**config.mk**
```make
export PLATFORM = sky130hd
export DESIGN_NAME = button_hold_reset_generator_top_flat
export DESIGN_NICKNAME = d
export VERILOG_FILES = /design/src/rtl/core/bhrg_pkg.sv /design/src/rtl/core/bhrg_if.sv /design/src/rtl/core/bhrg_core.sv /design/src/rtl/core/bhrg_out_buf.sv /design/src/rtl/core/button_hold_reset_generator_top.sv /design/src/flat_wrapper.sv
export SDC_FILE = /design/constraint.sdc
export NUM_CORES = 1
export LEC_CHECK = 0
export BUFFER_PORTS_ARGS = -buffer_cell sky130_fd_sc_hd__buf_4
export CORE_AREA = 2 2 155 157
export CTS_BUF_LIST = sky130_fd_sc_hd__clkbuf_2
export DETAILED_ROUTE_END_ITERATION = 8
export DIE_AREA = 0 0 157 159
export GPL_TIMING_DRIVEN = 0
export PLACE_DENSITY_LB_ADDON = 0.12
export SYNTH_ARGS = -nofsm -noshare
export SYNTH_HDL_FRONTEND = slang
export SYNTH_SLANG_ARGS = --single-unit
```
**constraint.sdc**
```tcl
create_clock -name clock -period 11.3 [get_ports clock]
set_input_delay 0.565 -clock clock [delete_from_list [all_inputs] [get_ports clock]]
set_output_delay 0.565 -clock clock [all_outputs]
set_load 0.005 [all_outputs]
```
**src/rtl/core/bhrg_pkg.sv**
```systemverilog
`timescale 1ns / 1ps

package bhrg_pkg;

   localparam int PHASE_WIDTH_DEFAULT = 16;

   localparam int TICK_WIDTH     = 16;
   localparam int PULSE_WIDTH    = 10;
   localparam int DEBOUNCE_WIDTH = 4;
   localparam int CSR_DATA_WIDTH = 16;
   localparam int CSR_INDEX_WIDTH = 3;

   localparam logic [TICK_WIDTH-1:0]     SHORT_CLICK_RESET    = 16'd100;
   localparam logic [TICK_WIDTH-1:0]     LONG_CLICK_RESET     = 16'd1000;
   localparam logic [TICK_WIDTH-1:0]     SHORT_HOLD_END_RESET = 16'd400;
   localparam logic [TICK_WIDTH-1:0]     LONG_HOLD_END_RESET  = 16'd4900;
   localparam logic [PULSE_WIDTH-1:0]    PULSE_RESET          = 10'd100;
   localparam logic [DEBOUNCE_WIDTH-1:0] DEBOUNCE_RESET       = 4'd10;

   typedef enum logic [CSR_INDEX_WIDTH-1:0] {
      REG_SHORT_CLICK    = 3'd0,
      REG_LONG_CLICK     = 3'd1,
      REG_SHORT_HOLD_END = 3'd2,
      REG_LONG_HOLD_END  = 3'd3,
      REG_PULSE          = 3'd4,
      REG_DEBOUNCE       = 3'd5
   } csr_index_type;

   typedef struct packed {
      logic [TICK_WIDTH-1:0]     short_click_ticks;
      logic [TICK_WIDTH-1:0]     long_click_ticks;
      logic [TICK_WIDTH-1:0]     short_hold_end_ticks;
      logic [TICK_WIDTH-1:0]     long_hold_end_ticks;
      logic [PULSE_WIDTH-1:0]    pulse_ticks;
      logic [DEBOUNCE_WIDTH-1:0] debounce_ticks;
   } cfg_type;

   typedef struct packed {
      logic button_level;
      logic release_glitch;
      logic short_select;
      logic noclick_select;
   } req_item_type;

   typedef struct packed {
      logic pulse;
      logic phase_idle;
   } core_status_type;

endpackage

```
**src/rtl/core/bhrg_if.sv**
```systemverilog
`timescale 1ns / 1ps

interface bhrg_req_if;
   logic valid;
   logic ready;
   logic button_level;
   logic release_glitch;
   logic short_select;
   logic noclick_select;

   modport source (
      output valid, button_level, release_glitch, short_select, noclick_select,
      input  ready
   );
   modport sink (
      input  valid, button_level, release_glitch, short_select, noclick_select,
      output ready
   );
endinterface

interface bhrg_rsp_if;
   logic valid;
   logic ready;
   logic reset_out;

   modport source (
      output valid, reset_out,
      input  ready
   );
   modport sink (
      input  valid, reset_out,
      output ready
   );
endinterface

```
**src/rtl/core/bhrg_core.sv**
```systemverilog
`timescale 1ns / 1ps

module bhrg_core #(
   parameter int PHASE_WIDTH = bhrg_pkg::PHASE_WIDTH_DEFAULT
) (
   input  logic                      clock,
   input  logic                      reset,
   input  logic                      step_en,
   input  bhrg_pkg::req_item_type    item,
   input  bhrg_pkg::cfg_type         cfg,
   output bhrg_pkg::core_status_type status
);

   localparam int CW = (PHASE_WIDTH > bhrg_pkg::TICK_WIDTH + 1) ?
                       PHASE_WIDTH : bhrg_pkg::TICK_WIDTH + 1;
   localparam logic [PHASE_WIDTH-1:0] PHASE_IDLE = '1;

   function automatic logic [PHASE_WIDTH-1:0] clamp_phase(
      input logic [bhrg_pkg::TICK_WIDTH:0] v
   );
      logic [CW-1:0] wide;
      wide = CW'(v);
      return (wide < CW'(PHASE_IDLE)) ? wide[PHASE_WIDTH-1:0]
                                      : PHASE_IDLE - PHASE_WIDTH'(1);
   endfunction

   logic [PHASE_WIDTH-1:0] phase_ff, phase_in;
   logic signed [4:0]      level_ff, level_in;
   logic                   pressed_ff, pressed_in;
   logic                   short_ff, short_in;
   logic                   noclick_ff, noclick_in;

   logic                   raw;
   logic signed [4:0]      lim;
   logic [PHASE_WIDTH-1:0] click_end, hold_end, pulse_start, pulse_end;
   logic [PHASE_WIDTH:0]   phase_inc;
   logic                   pulse;
   logic                   cancel;

   always_comb begin
      raw = item.button_level & ~item.release_glitch;
      lim = signed'({1'b0, cfg.debounce_ticks});

      level_in   = level_ff;
      pressed_in = pressed_ff;
      if (raw) begin
         if (level_ff <= 5'sd0) begin
            level_in = 5'sd1;
         end else if (level_ff < lim) begin
            level_in = level_ff + 5'sd1;
         end else begin
            pressed_in = 1'b1;
         end
      end else begin
         if (level_ff >= 5'sd0) begin
            level_in = -5'sd1;
         end else if (level_ff > -lim) begin
            level_in = level_ff - 5'sd1;
         end else begin
            pressed_in = 1'b0;
         end
      end

      // modes are taken on the debounced press edge
      short_in   = short_ff;
      noclick_in = noclick_ff;
      if (pressed_in && !pressed_ff) begin
         short_in   = item.short_select;
         noclick_in = item.noclick_select;
      end

      click_end   = clamp_phase({1'b0, short_in ? cfg.short_click_ticks
                                                : cfg.long_click_ticks});
      hold_end    = clamp_phase({1'b0, short_in ? cfg.short_hold_end_ticks
                                                : cfg.long_hold_end_ticks});
      pulse_start = clamp_phase({1'b0, cfg.long_hold_end_ticks});
      pulse_end   = clamp_phase({1'b0, cfg.long_hold_end_ticks} +
                                (bhrg_pkg::TICK_WIDTH + 1)'(cfg.pulse_ticks));
      phase_inc   = {1'b0, phase_ff} + (PHASE_WIDTH + 1)'(1);

      phase_in = phase_ff;
      pulse    = 1'b0;
      cancel   = 1'b0;
      if (phase_ff == PHASE_IDLE) begin
         if (pressed_in) begin
            phase_in = '0;
         end
      end else if (phase_ff < click_end) begin
         if (pressed_in) begin
            phase_in = phase_inc[PHASE_WIDTH-1:0];
         end else begin
            cancel = 1'b1;
         end
      end else if (phase_ff < hold_end) begin
         if (pressed_in) begin
            if (phase_inc < {1'b0, hold_end}) begin
               phase_in = phase_inc[PHASE_WIDTH-1:0];
            end else begin
               phase_in = pulse_start;
            end
         end else if (noclick_in) begin
            cancel = 1'b1;
         end else begin
            phase_in = pulse_start;
         end
      end else if (phase_ff < pulse_start) begin
         phase_in = pulse_start;
      end else if (phase_ff < pulse_end) begin
         pulse    = 1'b1;
         phase_in = phase_inc[PHASE_WIDTH-1:0];
      end else begin
         if (!pressed_in) begin
            cancel = 1'b1;
         end
      end

      if (cancel) begin
         pressed_in = 1'b0;
         level_in   = 5'sd0;
         phase_in   = PHASE_IDLE;
      end

      status.pulse      = pulse;
      status.phase_idle = (phase_ff == PHASE_IDLE);
   end

   always_ff @(posedge clock) begin
      if (reset) begin
         phase_ff   <= PHASE_IDLE;
         level_ff   <= 5'sd0;
         pressed_ff <= 1'b0;
         short_ff   <= 1'b0;
         noclick_ff <= 1'b0;
      end else if (step_en) begin
         phase_ff   <= phase_in;
         level_ff   <= level_in;
         pressed_ff <= pressed_in;
         short_ff   <= short_in;
         noclick_ff <= noclick_in;
      end
   end

endmodule

```
**src/rtl/core/bhrg_out_buf.sv**
```systemverilog
`timescale 1ns / 1ps

module bhrg_out_buf (
   input  logic clock,
   input  logic reset,
   input  logic push,
   input  logic push_data,
   input  logic pop,
   output logic full,
   output logic valid,
   output logic data
);

   logic [1:0] count_ff, count_in;
   logic       head_ff, head_in;
   logic       tail_ff, tail_in;
   logic       do_pop;

   always_comb begin
      do_pop   = pop && (count_ff != 2'd0);
      count_in = count_ff;
      head_in  = head_ff;
      tail_in  = tail_ff;
      if (push && do_pop) begin
         if (count_ff == 2'd1) begin
            head_in = push_data;
         end else begin
            head_in = tail_ff;
            tail_in = push_data;
         end
      end else if (push) begin
         count_in = count_ff + 2'd1;
         if (count_ff == 2'd0) begin
            head_in = push_data;
         end else begin
            tail_in = push_data;
         end
      end else if (do_pop) begin
         count_in = count_ff - 2'd1;
         head_in  = tail_ff;
      end
   end

   always_ff @(posedge clock) begin
      if (reset) begin
         count_ff <= 2'd0;
      end else begin
         count_ff <= count_in;
      end
      head_ff <= head_in;
      tail_ff <= tail_in;
   end

   assign full  = (count_ff == 2'd2);
   assign valid = (count_ff != 2'd0);
   assign data  = head_ff;

endmodule

```
**src/rtl/core/button_hold_reset_generator_top.sv**
```systemverilog
`timescale 1ns / 1ps

// channel   direction  handshake     payload
// req_if    in         valid/ready   button_level, release_glitch, short_select,
//                                    noclick_select
// rsp_if    out        valid/ready   reset_out
// csr_*     in         write enable  csr_index, csr_wdata
//
// one tick transaction per cycle while ready; its result is buffered the next cycle
// the tick state updates in the accept cycle, so the output buffer sets the latency
// a two-entry output buffer keeps req_if.ready high while one result waits
// req_if.ready drops only when both buffer entries are held by a stalled rsp_if
// reset is synchronous and restores the register defaults and the idle phase

module button_hold_reset_generator_top #(
   parameter int PHASE_WIDTH = bhrg_pkg::PHASE_WIDTH_DEFAULT
) (
   input  logic                                 clock,
   input  logic                                 reset,
   bhrg_req_if.sink                             req_if,
   bhrg_rsp_if.source                           rsp_if,
   input  logic                                 csr_write_en,
   input  logic [bhrg_pkg::CSR_INDEX_WIDTH-1:0] csr_index,
   input  logic [bhrg_pkg::CSR_DATA_WIDTH-1:0]  csr_wdata
);

   bhrg_pkg::cfg_type         cfg_ff;
   bhrg_pkg::req_item_type    item;
   bhrg_pkg::core_status_type status;
   logic                      accept;
   logic                      buf_full;

   always_ff @(posedge clock) begin
      if (reset) begin
         cfg_ff.short_click_ticks    <= bhrg_pkg::SHORT_CLICK_RESET;
         cfg_ff.long_click_ticks     <= bhrg_pkg::LONG_CLICK_RESET;
         cfg_ff.short_hold_end_ticks <= bhrg_pkg::SHORT_HOLD_END_RESET;
         cfg_ff.long_hold_end_ticks  <= bhrg_pkg::LONG_HOLD_END_RESET;
         cfg_ff.pulse_ticks          <= bhrg_pkg::PULSE_RESET;
         cfg_ff.debounce_ticks       <= bhrg_pkg::DEBOUNCE_RESET;
      end else if (csr_write_en) begin
         unique case (bhrg_pkg::csr_index_type'(csr_index))
            bhrg_pkg::REG_SHORT_CLICK: begin
               cfg_ff.short_click_ticks <= csr_wdata;
            end
            bhrg_pkg::REG_LONG_CLICK: begin
               cfg_ff.long_click_ticks <= csr_wdata;
            end
            bhrg_pkg::REG_SHORT_HOLD_END: begin
               cfg_ff.short_hold_end_ticks <= csr_wdata;
            end
            bhrg_pkg::REG_LONG_HOLD_END: begin
               cfg_ff.long_hold_end_ticks <= csr_wdata;
            end
            bhrg_pkg::REG_PULSE: begin
               cfg_ff.pulse_ticks <= csr_wdata[bhrg_pkg::PULSE_WIDTH-1:0];
            end
            bhrg_pkg::REG_DEBOUNCE: begin
               cfg_ff.debounce_ticks <= csr_wdata[bhrg_pkg::DEBOUNCE_WIDTH-1:0];
            end
            default: begin
            end
         endcase
      end
   end

   assign req_if.ready = ~buf_full;
   assign accept       = req_if.valid & ~buf_full;

   assign item.button_level   = req_if.button_level;
   assign item.release_glitch = req_if.release_glitch;
   assign item.short_select   = req_if.short_select;
   assign item.noclick_select = req_if.noclick_select;

   bhrg_core #(
      .PHASE_WIDTH(PHASE_WIDTH)
   ) u_core (
      .clock  (clock),
      .reset  (reset),
      .step_en(accept),
      .item   (item),
      .cfg    (cfg_ff),
      .status (status)
   );

   bhrg_out_buf u_out_buf (
      .clock    (clock),
      .reset    (reset),
      .push     (accept),
      .push_data(status.pulse),
      .pop      (rsp_if.ready),
      .full     (buf_full),
      .valid    (rsp_if.valid),
      .data     (rsp_if.reset_out)
   );

`ifndef ASSERT_OFF
   a_accept_gives_result: assert property (
      @(posedge clock) disable iff (reset)
      accept |=> rsp_if.valid
   ) else $error("accepted transaction left no result");

   a_idle_no_pulse: assert property (
      @(posedge clock) disable iff (reset)
      status.phase_idle |-> !status.pulse
   ) else $error("pulse driven from idle phase");

   a_stall_only_when_held: assert property (
      @(posedge clock) disable iff (reset)
      !req_if.ready |-> rsp_if.valid
   ) else $error("input stalled with no result waiting");

   a_pulse_reaches_output: assert property (
      @(posedge clock) disable iff (reset)
      (accept && status.pulse && !rsp_if.valid) |=> rsp_if.reset_out
   ) else $error("pulse lost on the way to the output");
`endif

endmodule

```
**src/flat_wrapper.sv**
```systemverilog
// flat-port wrapper written by rule: the top's interface ports become plain ports
module button_hold_reset_generator_top_flat 
#(
   parameter int PHASE_WIDTH = bhrg_pkg::PHASE_WIDTH_DEFAULT
)
  (clock, reset, csr_write_en, csr_index, csr_wdata, req_if_valid, req_if_button_level, req_if_release_glitch, req_if_short_select, req_if_noclick_select, req_if_ready, rsp_if_valid, rsp_if_reset_out, rsp_if_ready);
  bhrg_req_if req_if_i ();
  bhrg_rsp_if rsp_if_i ();
  input  logic clock;
  input  logic reset;
  input  logic csr_write_en;
  input  logic [bhrg_pkg::CSR_INDEX_WIDTH-1:0] csr_index;
  input  logic [bhrg_pkg::CSR_DATA_WIDTH-1:0] csr_wdata;
  input wire logic [$bits(req_if_i.valid)-1:0] req_if_valid;
  input wire logic [$bits(req_if_i.button_level)-1:0] req_if_button_level;
  input wire logic [$bits(req_if_i.release_glitch)-1:0] req_if_release_glitch;
  input wire logic [$bits(req_if_i.short_select)-1:0] req_if_short_select;
  input wire logic [$bits(req_if_i.noclick_select)-1:0] req_if_noclick_select;
  output wire logic [$bits(req_if_i.ready)-1:0] req_if_ready;
  output wire logic [$bits(rsp_if_i.valid)-1:0] rsp_if_valid;
  output wire logic [$bits(rsp_if_i.reset_out)-1:0] rsp_if_reset_out;
  input wire logic [$bits(rsp_if_i.ready)-1:0] rsp_if_ready;
  assign req_if_i.valid = req_if_valid;
  assign req_if_i.button_level = req_if_button_level;
  assign req_if_i.release_glitch = req_if_release_glitch;
  assign req_if_i.short_select = req_if_short_select;
  assign req_if_i.noclick_select = req_if_noclick_select;
  assign req_if_ready = req_if_i.ready;
  assign rsp_if_valid = rsp_if_i.valid;
  assign rsp_if_reset_out = rsp_if_i.reset_out;
  assign rsp_if_i.ready = rsp_if_ready;
  button_hold_reset_generator_top #(.PHASE_WIDTH(PHASE_WIDTH)) u_core (.clock(clock), .reset(reset), .req_if(req_if_i), .rsp_if(rsp_if_i), .csr_write_en(csr_write_en), .csr_index(csr_index), .csr_wdata(csr_wdata));
endmodule
```
==> flow_summary.ini <==
[floorplanning]
die-area_um2 = 25000
dieHeight_um = 159
die_w_um = 157
core_area_um2 = 23200
row_count = 56
ios = 31
start_util_pct = 34.7

[finish]
stdcell_count = 1396
fin_area_um2 = 8790
final_nets = 1199
drive_gt1_share_pct = 6.88
syn2layout_area_growth_pct = 9.40
final_util_pct = 37.9

[clocking]
cts_sinks = 106
clockBufferDepth = 2
clockRootBuffer = clkbuf_2
htree_levels = 3
clkTransAtPathRegs_ns = 0.37
cts_resized = 0
cts_tree = done
postCtsSetupRepairBufs = 0
ctsHoldBuffers = 0
clock_latency_ns = 0.71
cts_made_buffers = 9

[global_routing]
grt_pass1_vias = 7182
grt_usage_pct = 22.0
grt_max_degree = 23
antenna_found_initial = 1
grt_pass1_wl_um = 42000
grt_overflow_total = 0

[logic_synthesis]
ys_seq_area_share_pct = 26.7
synth_edf_count = 2
synth-seq-cells = 106
yosysMostFrequentCell = nand2_1
synth_common_cells = 188 x nand2_1, 104 x dfxtp_1, 99 x ha_1, 95 x a21oi_1, 77 x nor2_1
yosysUniqueCellTypes = 74
synthCells = 1030
synth_top_area_share_pct = 25.9
async_reset_ff_share_pct = 0
yosysTopAreaCell = dfxtp_1
synth_area_per_cell_um2 = 7.80
synth_flop_cell = dfxtp_1
ys_warn_count = 0
synthTopCellsByArea = dfxtp_1 26%, ha_1 15%, nand2_1 8.8%, a21oi_1 5.9%, mux2i_1 4.7%
mappedNetlistArea_um2 = 8040
syn_nets = 1158

[routing]
post_drt_wl_per_cell_um = 19.5
vias = 7519
detail_route.wirelength_um = 27200
routed_via_density = 5.39
drcViolationCount = 0
first_pass_iters = 7
drtIter0Drc = 536
antenna_left = 0

[sta]
finalSetupTns_ns = 0
slew_headroom_pct = 46.8
finalHoldViolations = 0
fmax_mhz = 157
drv_slew = 0
hold_slack_ns = 0.0703
setup_viol = 0
fin_crit_sh_pct = 56.5
finalWorstSetupSlack_ns = 4.92
min_period_ns = 6.38
rsz0062_at_grt = false
worstMarginPinSlew_ns = 0.799
fin_skew_ns = 0.0725

[power_and_ir_drop]
power_leakage_nw = 3.75
power_density_nw_per_um2 = 183
switchingPower_uw = 774
internal-power_uw = 832
seqPwrFrac_pct = 31.2
irDropWorstVdd_v = 0.0000821
combinationalPowerShare_pct = 55.9
switching_share_pct = 48.2
p_clk_share_pct = 12.9
finalPower_mw = 1.61

[worst_setup_path]
crit_fanout = 10
cp_slowest_stage_delay_ns = 0.56
crit_chain = ha_1 -> inv_1 -> fa_1 -> nand2b_1 -> a21oi_1 -> o21ai_1 -> a211oi_1 -> o2111a_1 -> nand3_1 -> o22ai_1 -> nor2_1 -> ha_1 -> o211ai_1 -> a21oi_1 -> a211oi_1 -> a31oi_1 -> a41oi_1 -> or3b_4 -> a221oi_4 -> o211ai_2 -> buf_6 -> o32a_1
start_kind = flip-flop
cpMaxStageDelayCell = dfxtp_1
crit_type = reg -> reg
crit_arrival_ns = 6.96
critPathRequiredTime_ns = 11.88
endpoint_kind = flip-flop

[worst_hold_path]
hp-class = in -> reg

[placed_design]
preCtsSetupSlack_ns = 5.08
gp_congestion = 0.860
dpl-instance-area_um2 = 8660
placedCellCount = 1379
port_buffers = 30
dp_hpwl_um = 20900

[status]
status = finished, final reports clean

[job]
drv_cap = 0
state kept, by name, summed over array words and instances (netlist names):
register                   cells
u_core.u_out_buf.data          1
u_core.u_core.phase_ff        16
u_core.u_core.pressed_ff       1
u_core.u_core.level_ff         5
u_core.cfg_ff                 78
u_core.u_out_buf.count_ff      2
u_core.u_out_buf.tail_ff       1
u_core.u_core.short_ff         1
u_core.u_core.noclick_ff       1
cells by family (layout without fill, tap and decap cells):
kind of cell | Yosys count | count (layout) | share of synthesized area, %
xor+xnor | 27 | 27 | 2.94
flops | 106 | 106 | 26.7
simple gates | 412 | 412 | 23.6
mux | 40 | 40 | 5.04
fa+ha+maj | 100 | 100 | 15.7
buf+inv | 99 | 145 | 5.12
compound gates | 246 | 246 | 21.0
other cells | 0 | 1 | 0
layout make-up:
cell class                      instances  area, um^2
Multi-Input combinational cell        825        5480
Fill cell                            2477       14400
Clock inverter                          7        83.8
Inverter                               55         206
Timing Repair Buffer                   30         225
Buffer                                 44         205
Sequential cell                       106        2140
Tap cell                              319         399
Clock buffer                            9        45.0
Antenna cell                            1        2.50
placed cells by master (no fill, tap or decap), types with 24 or more instances in the layout:
cell,synthesis,layout
inv_1,54,54
buf_4,0,30
ha_1,99,99
nand3_1,38,38
nor2_1,77,77
and3_1,26,26
dfxtp_1,104,104
mux2i_1,38,38
nand2_1,188,188
a21oi_1,95,95
clkbuf_1,32,32
nand4_1,24,24
power groups by stage:
stage | logic [mW] | registers, mW | clock network (mW)
after global routing | 1.03 | 0.506 | 0.224
after global placement | 0.881 | 0.506 | 0
final | 0.898 | 0.501 | 0.208
after detailed placement | 0.880 | 0.506 | 0
after CTS | 0.886 | 0.500 | 0.213
after floorplan | 0.681 | 0.463 | 0
worst paths after layout:
kind,from,end,slack (ns),cells after the start
worst max-delay path,u_core.cfg_ff[14],u_core.u_core.phase_ff[8],4.92,22
worst min register to register,u_core.cfg_ff[62],u_core.cfg_ff[62],0.47,2
worst min-delay path,csr_wdata[15],u_core.cfg_ff[29],0.07,3
worst max register to register,u_core.cfg_ff[14],u_core.u_core.phase_ff[8],4.92,22
routing by layer:
metal  part of all wire (%)  vias to the layer above  global-route usage [%]
met4                    2.6                        0                    8.05
li1                       -                     3808                       -
met5                      0                        -                       0
met1                     48                     3494                    31.1
met2                     45                      182                    34.5
met3                    4.5                       35                    2.37
critical path: cells and delay by family, from the launching register on:
family | cells | cell delay (ns)
DFF | 1 | 0.56
adders and majority gates | 3 | 0.93
AOI/OAI and AO/OA | 13 | 3.62
and+or+nand+nor | 4 | 0.84
buffers and inverters | 2 | 0.28
Power figures use the tool's default switching activity.
